`src/hdl/salc_pkg.sv`:
```
`timescale 1ns / 1ps
`default_nettype none

package salc_pkg;

    // default build sizes
    localparam int MAX_SET_BITS_DEF = 6;
    localparam int MAX_WAYS_DEF     = 8;
    localparam int ADDRESS_BITS_DEF = 64;

    // fixed field widths
    localparam int ADDR_W  = 64;
    localparam int STAMP_W = 32;
    localparam int TOTAL_W = 32;
    localparam int CFG_IDX_W  = 2;
    localparam int CFG_DATA_W = 6;

    // configuration register indexes
    localparam logic [CFG_IDX_W-1:0] CFG_SET_BITS   = 2'd0;
    localparam logic [CFG_IDX_W-1:0] CFG_WAYS       = 2'd1;
    localparam logic [CFG_IDX_W-1:0] CFG_BLOCK_BITS = 2'd2;

    // operation codes
    localparam logic OP_SINGLE = 1'b0;
    localparam logic OP_MODIFY = 1'b1;

    typedef enum logic [1:0] {
        OUT_HIT   = 2'd0,
        OUT_FILL  = 2'd1,
        OUT_EVICT = 2'd2
    } t_outcome;

    typedef struct packed {
        logic              operation;
        logic [ADDR_W-1:0] address;
    } t_in_item;

    typedef struct packed {
        t_outcome           outcome;
        logic               last;
        logic [TOTAL_W-1:0] hit_total;
        logic [TOTAL_W-1:0] miss_total;
        logic [TOTAL_W-1:0] eviction_total;
    } t_out_item;

    // controller to datapath
    typedef struct packed {
        logic accept;
        logic clr_we;
        logic mem_re;
        logic cmp_en;
        logic commit;
        logic last;
    } t_cmd;

    // datapath to controller
    typedef struct packed {
        logic clr_done;
        logic out_free;
    } t_status;

endpackage

`default_nettype wire

```
`src/hdl/salc_ctrl.sv`:
```
`timescale 1ns / 1ps
`default_nettype none

module salc_ctrl
    import salc_pkg::*;
(
    input  wire logic    i_clk,
    input  wire logic    i_rst_n,
    input  wire logic    i_in_valid,
    input  wire logic    i_in_op,
    output logic         o_in_ready,
    input  wire t_status i_status,
    output t_cmd         o_cmd
);

    typedef enum logic [4:0] {
        S_CLEAR = 5'b00001,
        S_IDLE  = 5'b00010,
        S_RD    = 5'b00100,
        S_CMP   = 5'b01000,
        S_WR    = 5'b10000
    } t_state;

    t_state r_state, n_state;
    logic   r_mod, n_mod;
    logic   r_second, n_second;

    assign o_in_ready = (r_state == S_IDLE);

    // next state and commands
    always_comb begin
        n_state  = r_state;
        n_mod    = r_mod;
        n_second = r_second;
        o_cmd    = '0;
        unique case (r_state)
            S_CLEAR: begin
                o_cmd.clr_we = 1'b1;
                if (i_status.clr_done) begin
                    n_state = S_IDLE;
                end
            end
            S_IDLE: begin
                if (i_in_valid) begin
                    o_cmd.accept = 1'b1;
                    n_mod        = (i_in_op == OP_MODIFY);
                    n_second     = 1'b0;
                    n_state      = S_RD;
                end
            end
            S_RD: begin
                o_cmd.mem_re = 1'b1;
                n_state      = S_CMP;
            end
            S_CMP: begin
                o_cmd.cmp_en = 1'b1;
                n_state      = S_WR;
            end
            S_WR: begin
                if (i_status.out_free) begin
                    o_cmd.commit = 1'b1;
                    o_cmd.last   = !r_mod || r_second;
                    if (r_mod && !r_second) begin
                        n_second = 1'b1;
                        n_state  = S_RD;
                    end else begin
                        n_state = S_IDLE;
                    end
                end
            end
            default: begin
                n_state = S_CLEAR;
            end
        endcase
    end

    always_ff @(posedge i_clk) begin
        if (!i_rst_n) begin
            r_state  <= S_CLEAR;
            r_mod    <= 1'b0;
            r_second <= 1'b0;
        end else begin
            r_state  <= n_state;
            r_mod    <= n_mod;
            r_second <= n_second;
        end
    end

endmodule

`default_nettype wire

```
`config.mk`:
```
export PLATFORM = sky130hd
export DESIGN_NAME = salc_ctrl
export DESIGN_NICKNAME = d
export VERILOG_FILES = /design/src/hdl/salc_pkg.sv /design/src/hdl/salc_ctrl.sv
export SDC_FILE = /design/constraint.sdc
export NUM_CORES = 1
export LEC_CHECK = 0
export BUFFER_PORTS_ARGS = -buffer_cell sky130_fd_sc_hd__buf_2
export CAP_MARGIN = 20
export CORE_AREA = 2 2 39 41
export CTS_BUF_LIST = sky130_fd_sc_hd__clkbuf_4 sky130_fd_sc_hd__clkbuf_8
export CTS_CLUSTER_DIAMETER = 200
export DETAILED_ROUTE_END_ITERATION = 10
export DIE_AREA = 0 0 41 43
export PLACE_DENSITY = 0.63
export SETUP_SLACK_MARGIN = 0.1
export SLEW_MARGIN = 20
export SYNTH_ARGS = -nofsm -noshare
export SYNTH_HDL_FRONTEND = slang
export SYNTH_SLANG_ARGS = --single-unit
```
`constraint.sdc`:
```
create_clock -name i_clk -period 2.5 [get_ports i_clk]
set_input_delay 0.375 -clock i_clk [delete_from_list [all_inputs] [get_ports i_clk]]
set_output_delay 0.375 -clock i_clk [all_outputs]
set_load 0.01 [all_outputs]
```
# Yosys cells after proc, flatten, opt, wreduce, memory -nomap -nowiden
# Cells that the tools add are included.
word_totals:
  reg_bits: 7
  word_cells: 36
op_classes:
  n_eq_ne: 9
  mux: 16
  n_reduce_logical: 8
ops:
  columns: ["cell", "count"]
  rows:
  - ["5-bit case mux with 5 select lines", 1]
  - ["5-bit 2-to-1 mux", 3]
  - ["1-bit 2-to-1 mux", 8]
  - ["2-bit != test (second input constant)", 4]
  - ["5-bit by 1-bit == test with 1-bit output (second input constant)", 1]
  - ["5-bit by 2-bit == test with 1-bit output (second input constant)", 1]
  - ["5-bit by 3-bit == test with 1-bit output (second input constant)", 1]
  - ["5-bit by 4-bit == test with 1-bit output (second input constant)", 1]
  - ["5-bit == test (second input constant)", 1]
  - ["2-bit 2-to-1 mux", 2]
  - ["4-bit AND reduction", 1]
  - ["3-bit 2-to-1 mux", 1]
  - ["3-bit AND reduction", 1]
  - ["1-bit zero test", 2]
  - ["1-bit case mux with 2 select lines", 1]
  - ["2-bit AND reduction", 1]
  - ["2-bit nonzero test", 1]
  - ["1-bit logical AND", 1]
  - ["1-bit logical OR", 1]

# Logic depth before layout (Yosys ltp)
# Gate-level depths: netlist (run 1).
logic_depth:
  ltp_word: 5
  ltp_mapped: 4
  mapped_depth_nobuf: 3

# Worst setup path before layout (run 1)
# Ideal clock, no wire load.
synth_path:
  path_type: "register -> output"
  startpoint: "reg r_state[3]"
  endpoint: "out o_cmd[0] (netlist bit)"
  t_arrival_ns: 1.137
  slack_ns: 0.988
  path_stages_with_launch: 4
  n_path_buf: 1
  cell_sequence: "dfxtp_1 -> or2_1 -> buf_6 -> nor4_1"
synth_lines:
  columns: ["element", "line", "source"]
  rows:
  - ["start: declaration", "salc_ctrl.sv:24", "t_state r_state, n_state;"]
  - ["start signal: assignment", "salc_ctrl.sv:83", "r_state <= n_state;"]
  - ["end: declaration", "salc_ctrl.sv:13", "output t_cmd o_cmd"]

==> Implementation_results.wiki, run 1 <==
{| class="wikitable"
! Metric !! Value
|-
| Outcome || completed
|-
| Antenna Nets Post-Route || 0
|-
| Routed length per instance || 11.9 µm
|-
| Post-layout net count || a little under 70
|-
| Leakage power || 0.212 nW
|-
| Ranking of synthesized cells by area || sky130_fd_sc_hd__dfxtp_1, sky130_fd_sc_hd__nor4b_1, sky130_fd_sc_hd__nor4_1, sky130_fd_sc_hd__nor4_4, sky130_fd_sc_hd__buf_2
|-
| Syn avg cell area || 9.17 µm²
|-
| Drt total wl || 916 µm
|-
| Critical path endpoint category || output port
|-
| Worst-case headroom to the max-slew limit || 63.0%
|-
| Mapped cell area || ~450 µm²
|-
| Share of post-route cells with drive strength above 1 || roughly a third
|-
| Number of antenna violations at the first check in global routing || 0
|-
| RSZ-0062 raised after global routing || false
|-
| Total Die Area || roughly 1800 µm²
|-
| Tcrit/Tclk final || 77.8%
|-
| Post-synth cell types || 27
|-
| Worst slew pin tran || 0.554 ns
|-
| Clock Root Buffer || sky130_fd_sc_hd__clkbuf_4
|-
| Standard-cell row count || 14
|-
| Number of post-CTS setup repair buffers || 0
|-
| Net count of the mapped netlist || between 50 and 60
|-
| Total number of vias || between 400 and 500
|-
| Final critical-path required period || approximately 1.9 ns
|-
| Portion of synthesized cell area occupied by the leading cell type || 31.2%
|-
| Least setup slack across all paths after layout || 0.555 ns
|-
| Number of cells in the finished layout apart from fillers || 77
|-
| Starting density of the core || about a third
|-
| Height of the die || 43 µm
|-
| Area growth syn-to-layout || 18.7%
|-
| Storage cell area || 140 µm²
|-
| Die span in x || 41 µm
|-
| Maximum ir drop on the vdd rail || 243 µV
|-
| Worst hold path class || in2reg
|-
| Max-slew violation total from the final report || 0
|-
| Congestion Overflow GR || 0
|-
| Synth area leader || sky130_fd_sc_hd__dfxtp_1
|-
| Worst Path Required || 2.12 ns
|-
| Global-route wire length before repair || around 1.3 mm
|-
| Clk sinks || 7
|-
| Arrival time at the worst endpoint || around 1.6 ns
|-
| Placed Area || 503 µm²
|-
| DRC errors left || 0
|-
| Post-synth EDFFs || 0
|-
| Highest-count cells in the layout ignoring fill and taps || sky130_fd_sc_hd__buf_2, sky130_fd_sc_hd__dfxtp_1, sky130_fd_sc_hd__nor4b_1
|-
| Via count of the first global-routing pass || 333
|-
| Number of buffers inserted during clock tree synthesis || 3
|-
| Combined global-route utilization of all metal layers || 11.3%
|-
| PD cells || approximately 530 nW/µm²
|-
| Number of maximum-capacitance constraint violations || 0
|-
| Number of buffers on the longest clock path || 2
|-
| Instance count of the mapped netlist || 49
|-
| Kind of start point of the critical path || flip-flop
|-
| Later-pin clock latency in the skew report || 0.26 ns
|-
| Worst Skew || ~0.0034 ns
|-
| Vias per std cell || 5.31
|-
| Global placer's final weighted congestion || 0.740
|-
| Buffers on Ports || 12
|-
| Placement-stage worst setup slack || around 0.83 ns
|-
| Crit Path Max Fanout || 15
|-
| Filler cell count in the final layout || 146
|-
| Final non-filler cell area || 533 µm²
|-
| Clock H-tree levels || 1
|-
| Area of the multi-input gates || 275 µm²
|-
| Iteration-0 DRC Markers || 11
|-
| Number of failing setup endpoints in the final timing report || 0
|-
| Count of pins on the block boundary || 13
|-
| Highest clock rate || 514 MHz
|-
| FFs w/ async S/R, synth || 0%
|-
| Syn. warnings || 0
|-
| Resized cells post-CTS || 0
|-
| Critical path class || reg2out
|-
| Fin. Hold Viols || 0
|-
| TritonCTS clock tree || yes
|-
| Iteration count of the initial detailed-routing pass || 4
|-
| Worst hold slack after final layout || 0.343 ns
|-
| Largest net degree at the start of global routing || 16
|-
| Most common cell after layout, fill and taps aside || sky130_fd_sc_hd__buf_2
|-
| Placed cell count || 73
|-
| Post-synth top flop || sky130_fd_sc_hd__dfxtp_1
|-
| Inserted Diodes || 0
|-
| Core Region || 1380 µm²
|-
| Sequential element share of the synthesized area || 31.2%
|-
| Hold-fix buffer count after cts || 0
|-
| Number of synthesized register bits || 7
|-
| Post-route setup TNS || 0 ns
|-
| Register clock-pin slew on the reported worst setup and hold paths || 0.05 ns
|-
| Total half-perimeter wirelength after legalization and detailed placement || 671 µm
|}
per-layer routing:
layer / track usage [%] / part of all wire (%) / vias to the layer above
li1: - / - / 212
met1: 14.5 / 52 / 182
met2: 15.3 / 41 / 12
met3: 3.14 / 3.7 / 3
met4: 8.00 / 2.7 / 0
met5: 0 / 0 / -
path summary, 6_finish.rpt:
check | startpoint | endpoint | slack [ns] | cells after the start
setup / recovery | r_state[4] | o_cmd[0] | 0.55 | 3
hold / removal | i_rst_n | r_state[0] | 0.34 | 2
setup reg to reg | r_state[4] | r_state[0] | 1.10 | 3
hold reg to reg | r_mod | r_mod | 0.48 | 2
metrics by stage:
| stage | utilization, % | power (mW) |
|---|---|---|
| after detailed placement | 36.3 | 0.170 |
| after global placement | 36.3 | 0.170 |
| after global routing | 38.5 | 0.295 |
| after floorplan | - | 0.158 |
| after CTS | 38.5 | 0.287 |
| final | 38.5 | 0.282 |
synth_stat cells, types with 2 or more instances:
| cell type | number |
|---|---|
| sky130_fd_sc_hd__o31ai_1 | 2 |
| sky130_fd_sc_hd__nor3_1 | 2 |
| sky130_fd_sc_hd__nor4b_1 | 5 |
| sky130_fd_sc_hd__buf_2 | 3 |
| sky130_fd_sc_hd__inv_1 | 2 |
| sky130_fd_sc_hd__nor4_1 | 4 |
| sky130_fd_sc_hd__dfxtp_1 | 7 |
| sky130_fd_sc_hd__nand2_1 | 4 |
| sky130_fd_sc_hd__or2_1 | 2 |
report_power, final:
part | leakage (nW) | internal, mW | total (mW) | switching [mW]
Combinational | 0.137 | 0.0219 | 0.0405 | 0.0186
Sequential | 0.0569 | 0.116 | 0.128 | 0.0114
Clock | 0.0184 | 0.0718 | 0.114 | 0.0424
critical path, stage by stage (launching register included):
cell                      delay, ns
sky130_fd_sc_hd__dfxtp_1       0.66
sky130_fd_sc_hd__nand2_1       0.19
sky130_fd_sc_hd__nor4_1        0.28
sky130_fd_sc_hd__buf_2         0.18
cell type report:
class	instances	area share (%)
clock buffer	4	5.63
tap	16	3.76
multi-input combinational	36	51.6
timing repair buffer	12	11.3
sequential	7	26.3
inverter	2	1.41
sequential cells by signal, indices dropped and copies added (netlist names):
register,cells
r_mod,1
r_second,1
r_state,5
cells by family (layout without fill, tap and decap cells):
group / count (synthesis) / in the layout / share of synthesized area, %
xor+xnor: 1 / 1 / 1.95
simple gates: 26 / 26 / 44.3
mux: 1 / 1 / 2.23
buf+inv: 6 / 18 / 7.52
flops: 7 / 7 / 31.2
compound gates: 8 / 8 / 12.8
No activity file was read; power rests on OpenSTA's default activity.
==> run 2, diff against run 1 <==
Settings changed: PLACE_DENSITY 0.63 to 0.65.
Clock period 2.5 ns to 1.7 ns, I/O delays scaled along.
==> Implementation_results.wiki, run 2 (synthesis gave the netlist of run 1 again) <==
{| class="wikitable"
! Metric !! Value
|-
| Post-layout net count || 73
|-
| Largest net degree at the start of global routing || 12
|-
| Leakage power || about 0.24 nW
|-
| Vias per std cell || roughly 5.2
|-
| Fin. Hold Viols || 0
|-
| Worst slew pin tran || 0.342 ns
|-
| Placed Area || around 540 µm²
|-
| Clock Root Buffer || sky130_fd_sc_hd__clkbuf_4
|-
| Buffer and inverter count on the worst path || 1
|-
| Worst hold path class || in2reg
|-
| Buffers on Ports || 12
|-
| Kind of start point of the critical path || flip-flop
|-
| Number of flip-flops in the largest register || 5
|-
| Number of buffers on the longest clock path || 2
|-
| Internal power of the cells || roughly 0.32 mW
|-
| Reported net switching power || 0.104 mW
|-
| Register clock-pin slew on the reported worst setup and hold paths || roughly 0.050 ns
|-
| Iteration count of the initial detailed-routing pass || 3
|-
| Global placer's final weighted congestion || about 0.73
|-
| Top reg by flops || r_state
|-
| CP peak stage delay || roughly 0.30 ns
|-
| Count of pins on the block boundary || 13
|-
| Critical path class || reg2out
|-
| Antenna Nets Post-Route || 0
|-
| Post-route setup TNS || 0 ns
|-
| Area growth syn-to-layout || 34.5%
|-
| Worst reg-to-reg path cell count || 4
|-
| Power share of the combinational group || 21.3%
|-
| Regs by FF count || r_state x5, r_mod x1, r_second x1
|-
| Drt total wl || 1.02 mm
|-
| Share of post-route cells with drive strength above 1 || 47.0%
|-
| Combined global-route utilization of all metal layers || 13.3%
|-
| Inserted Diodes || 0
|-
| Worst Path Required || 1.44 ns
|-
| Number of buffers inserted during clock tree synthesis || 3
|-
| Total Die Area || 1760 µm²
|-
| Outcome || completed
|-
| Filler cell count in the final layout || 141
|-
| Portion of total power attributed to the clock network || 37.6%
|-
| Worst-case headroom to the max-slew limit || 77.0%
|-
| Congestion Overflow GR || 0
|-
| Critical path endpoint category || output port
|-
| Worst Skew || 0.00315 ns
|-
| Final critical-path required period || 1.57 ns
|-
| Logic depth of the worst setup path including buffers || 3
|-
| Height of the die || ~43 µm
|-
| Core Region || 1380 µm²
|-
| Maximum ir drop on the vdd rail || 310 µV
|-
| TritonCTS clock tree || yes
|-
| DRC errors left || 0
|-
| Standard-cell row count || 14
|-
| Clk sinks || 7
|-
| Iteration-0 DRC Markers || 1
|-
| Part of the power in registers || 41.2%
|-
| Routed length per instance || 12.4 µm
|-
| Family of cells with the greatest summed delay on the critical path || simple AND/OR/NAND/NOR gates
|-
| Highest clock rate || 636 MHz
|-
| Global-route wire length before repair || 1.58 mm
|-
| Max-slew violation total from the final report || 0
|-
| Crit Path Max Fanout || 5
|-
| Clock H-tree levels || 1
|-
| RSZ-0062 raised after global routing || true
|-
| Highest-count cells in the layout ignoring fill and taps || sky130_fd_sc_hd__buf_2, sky130_fd_sc_hd__dfxtp_1, sky130_fd_sc_hd__buf_4
|-
| Total power || approximately 0.42 mW
|-
| Total number of vias || 426
|-
| Number of antenna violations at the first check in global routing || 0
|-
| Number of failing setup endpoints in the final timing report || 0
|-
| Later-pin clock latency in the skew report || 0.24 ns
|-
| Tcrit/Tclk final || 92.5%
|-
| Arrival time at the worst endpoint || roughly 1.3 ns
|-
| PD cells || 700 nW/µm²
|-
| Via count of the first global-routing pass || 389
|-
| Starting density of the core || 32.5%
|-
| Number of maximum-capacitance constraint violations || 0
|-
| Final non-filler cell area || ~600 µm²
|-
| Hold Path Cell Cnt || 2
|-
| Die span in x || between 40 and 50 µm
|-
| Total half-perimeter wirelength after legalization and detailed placement || 749 µm
|-
| Critical path cell sequence || or2_4, nor4b_2, buf_2
|-
| Highest-delay cell along the critical path || sky130_fd_sc_hd__dfxtp_1
|-
| Switching share of power || between 20% and 30%
|-
| Most common cell after layout, fill and taps aside || sky130_fd_sc_hd__buf_2
|}
-- run 2: metal layers --
| layer | global-route usage (%) | up-vias | routed length, µm |
|---|---|---|---|
| met2 | 20.3 | 7 | 502 |
| met5 | 0 | - | 0 |
| met3 | 1.57 | 2 | 29 |
| li1 | - | 221 | - |
| met1 | 15.9 | 196 | 478 |
| met4 | 10.0 | 0 | 7 |
-- run 2: path summary, 6_finish.rpt --
check,from,endpoint,slack [ns]
hold / removal,i_rst_n,r_state[0],0.25
hold reg to reg,r_mod,r_mod,0.47
setup / recovery,r_state[0],o_cmd[2],0.13
setup reg to reg,r_state[4],r_state[1],0.33
-- run 2: final cells by class --
| cell class | instances | area, µm² | area share (%) |
|---|---|---|---|
| Multi-Input combinational cell | 36 | 308 | 50.9 |
| Timing Repair Buffer | 17 | 97.6 | 16.1 |
| Inverter | 2 | 7.51 | 1.24 |
| Tap cell | 16 | 20.0 | 3.31 |
| Clock buffer | 4 | 30.0 | 4.97 |
| Sequential cell | 7 | 141 | 23.4 |
-- run 2: what timing repair did --
| item | CTS | global route |
|---|---|---|
| gates resized for setup | 4 | 3 |
| pin swaps | 1 | 2 |
| setup endpoints to repair | 6 | 6 |
| setup buffers | 0 | 0 |
| hold buffers | 0 | 0 |
-- run 2: power by group through the flow --
stage	clock (mW)	combinational [mW]	sequential (mW)
final	0.159	0.0900	0.174
after global routing	0.178	0.0976	0.175
after CTS	0.164	0.0878	0.174
after detailed placement	0	0.0836	0.177
after global placement	0	0.0830	0.177
after floorplan	0	0.0566	0.176
-- run 2: per-stage QoR --
| step | utilization [%] | setup slack [ns] | std cells | hold WS (ns) |
|---|---|---|---|---|
| 2_1_floorplan | - | 0.308 | 49 | 0.326 |
| 3_3_place_gp | 39.1 | 0.234 | 78 | 0.460 |
| 3_5_place_dp | 39.1 | 0.212 | 78 | 0.472 |
| 4_1_cts | 42.7 | 0.107 | 82 | 0.249 |
| 5_1_grt | 43.7 | 0.0706 | 82 | 0.254 |
| 6_report | 43.7 | 0.128 | 82 | 0.255 |
==> run 3, diff against run 2 <==
Settings changed: PLACE_DENSITY 0.65 to not set.
==> Implementation_results.wiki, run 3 (synthesis gave the netlist of run 1 again) <==
{| class="wikitable"
! Metric !! Value
|-
| Outcome || completed
|-
| Antenna Nets Post-Route || 0
|-
| Crit Path Max Fanout || 7
|-
| Buffers on Ports || 12
|-
| Top reg by flops || r_state
|-
| Highest-count cells in the layout ignoring fill and taps || sky130_fd_sc_hd__buf_2, sky130_fd_sc_hd__buf_4, sky130_fd_sc_hd__nand2_1, sky130_fd_sc_hd__clkbuf_4
|-
| Area growth syn-to-layout || 37.3%
|-
| Global-route wire length before repair || approximately 1.5 mm
|-
| Worst slew pin tran || 0.325 ns
|-
| Number of buffers on the longest clock path || 2
|-
| Number of failing setup endpoints in the final timing report || 0
|-
| Fin. Hold Viols || 0
|-
| Clk sinks || 7
|-
| Placed cell count || 76
|-
| Clock H-tree levels || 1
|-
| Arrival time at the worst endpoint || around 1.3 ns
|-
| Standard-cell row count || 14
|-
| Vias per std cell || 5.21
|-
| Count of pins on the block boundary || 13
|-
| Part of the power in registers || between 40% and 50%
|-
| Number of buffers inserted during clock tree synthesis || 3
|-
| Combined global-route utilization of all metal layers || 13.2%
|-
| Worst hold path class || in2reg
|-
| Worst Path Required || between 1 and 1.5 ns
|-
| PD cells || around 690 nW/µm²
|-
| RSZ-0062 raised after global routing || true
|-
| Die span in x || about 41 µm
|-
| Final critical-path required period || ~1.6 ns
|-
| Kind of start point of the critical path || flip-flop
|-
| Total half-perimeter wirelength after legalization and detailed placement || 732 µm
|-
| TritonCTS clock tree || yes
|-
| Worst Skew || 0.00463 ns
|-
| Starting density of the core || approximately a third
|-
| Filler cell count in the final layout || between 100 and 150
|-
| Number of flip-flops in the largest register || 5
|-
| Later-pin clock latency in the skew report || around 0.24 ns
|-
| Register clock-pin slew on the reported worst setup and hold paths || 0.05 ns
|-
| Internal power of the cells || between 0.3 and 0.4 mW
|-
| Height of the die || 43 µm
|-
| Reported net switching power || 0.104 mW
|-
| Drt total wl || 1.01 mm
|-
| Maximum ir drop on the vdd rail || 473 µV
|-
| Post-route setup TNS || 0 ns
|-
| Portion of total power attributed to the clock network || 37.5%
|-
| Power share of the combinational group || around 22%
|-
| Via count of the first global-routing pass || 367
|-
| Share of post-route cells with drive strength above 1 || 53.0%
|-
| Total Die Area || 1760 µm²
|-
| Routed length per instance || between 10 and 15 µm
|-
| Congestion Overflow GR || 0
|-
| Max-slew violation total from the final report || 0
|-
| Global placer's final weighted congestion || 0.672
|-
| Regs by FF count || r_state x5, r_mod x1, r_second x1
|-
| Core Region || 1380 µm²
|-
| Iteration count of the initial detailed-routing pass || 3
|-
| Leakage power || 0.247 nW
|-
| DRC errors left || 0
|-
| Critical path class || reg2out
|-
| Critical path endpoint category || output port
|-
| Worst-case headroom to the max-slew limit || 78.2%
|-
| Inserted Diodes || 0
|-
| Number of cells in the finished layout apart from fillers || ~80
|-
| Clock Root Buffer || sky130_fd_sc_hd__clkbuf_4
|-
| Total number of vias || 427
|-
| Largest net degree at the start of global routing || 13
|-
| Post-layout net count || 73
|-
| Hold Path Cell Cnt || 2
|-
| Number of antenna violations at the first check in global routing || 0
|-
| Tcrit/Tclk final || 92.1%
|-
| Worst reg-to-reg path cell count || 4
|-
| Most common cell after layout, fill and taps aside || sky130_fd_sc_hd__buf_2
|-
| Switching share of power || 24.5%
|-
| Iteration-0 DRC Markers || 1
|-
| Highest clock rate || between 600 and 700 MHz
|-
| Number of maximum-capacitance constraint violations || 0
|}
==> run 3: cell count changes in the layout (fill, tap and decap cells not counted) <==
| cell | change |
|---|---|
| sky130_fd_sc_hd__dfxtp_1 | -3 |
| sky130_fd_sc_hd__nor4b_1 | -1 |
| sky130_fd_sc_hd__nor4b_2 | +1 |
| sky130_fd_sc_hd__dfxtp_2 | +2 |
| sky130_fd_sc_hd__dfxtp_4 | +1 |
==> run 3: power by group through the flow <==
stage	combinational, mW	clock [mW]	sequential [mW]
2_1_floorplan	0.0566	0	0.176
3_3_place_gp	0.0836	0	0.177
3_5_place_dp	0.0821	0	0.177
4_1_cts	0.0876	0.167	0.173
5_1_grt	0.100	0.178	0.174
6_report	0.0916	0.159	0.174
==> run 3: timing repair <==
action,in CTS,in global routing
hold buffers,0,0
buffers inserted,1,1
endpoints found under the setup margin,6,5
pin swaps,3,3
gates resized for setup,8,4
==> run 3: final cells by class <==
type	instances	area, µm²	share of cell area, %
repair buffers	17	97.6	15.8
inverters	2	7.51	1.22
well taps	16	20.0	3.25
clock buffers	4	30.0	4.87
flip-flops and latches	7	148	23.9
multi-input cells	36	314	50.9
==> run 3: layer usage <==
layer,vias to the layer above,track usage (%),wire length (µm)
li1,222,-,-
met1,200,16.7,476
met2,5,18.1,503
met3,0,3.14,25
met4,0,10.0,0
met5,-,0,0
==> run 3: worst max-delay path, cell delays in order (launching register included) <==
cell                      delay [ns]
sky130_fd_sc_hd__dfxtp_4        0.37
sky130_fd_sc_hd__or2_4          0.28
sky130_fd_sc_hd__nor4_2         0.25
sky130_fd_sc_hd__buf_2          0.17
==> run 3: metrics by stage <==
| step | util [%] | setup slack, ns | area [µm²] | hold slack (ns) | power, mW |
|---|---|---|---|---|---|
| finish | 44.6 | 0.135 | 617 | 0.240 | 0.425 |
| floorplan | - | 0.308 | 449 | 0.326 | 0.233 |
| global route | 44.6 | 0.0710 | 617 | 0.233 | 0.453 |
| detailed placement | 38.0 | 0.221 | 526 | 0.476 | 0.259 |
| CTS | 42.9 | 0.113 | 594 | 0.237 | 0.427 |
| global placement | 38.0 | 0.256 | 526 | 0.466 | 0.260 |
==> run 3: path summary, 6_finish.rpt <==
check | slack [ns] | startpoint | to
worst max-delay path | 0.13 | r_state[3] | o_cmd[0]
worst max register to register | 0.33 | r_state[1] | r_state[0]
worst min-delay path | 0.24 | i_rst_n | r_state[0]
worst min register to register | 0.48 | r_mod | r_mod
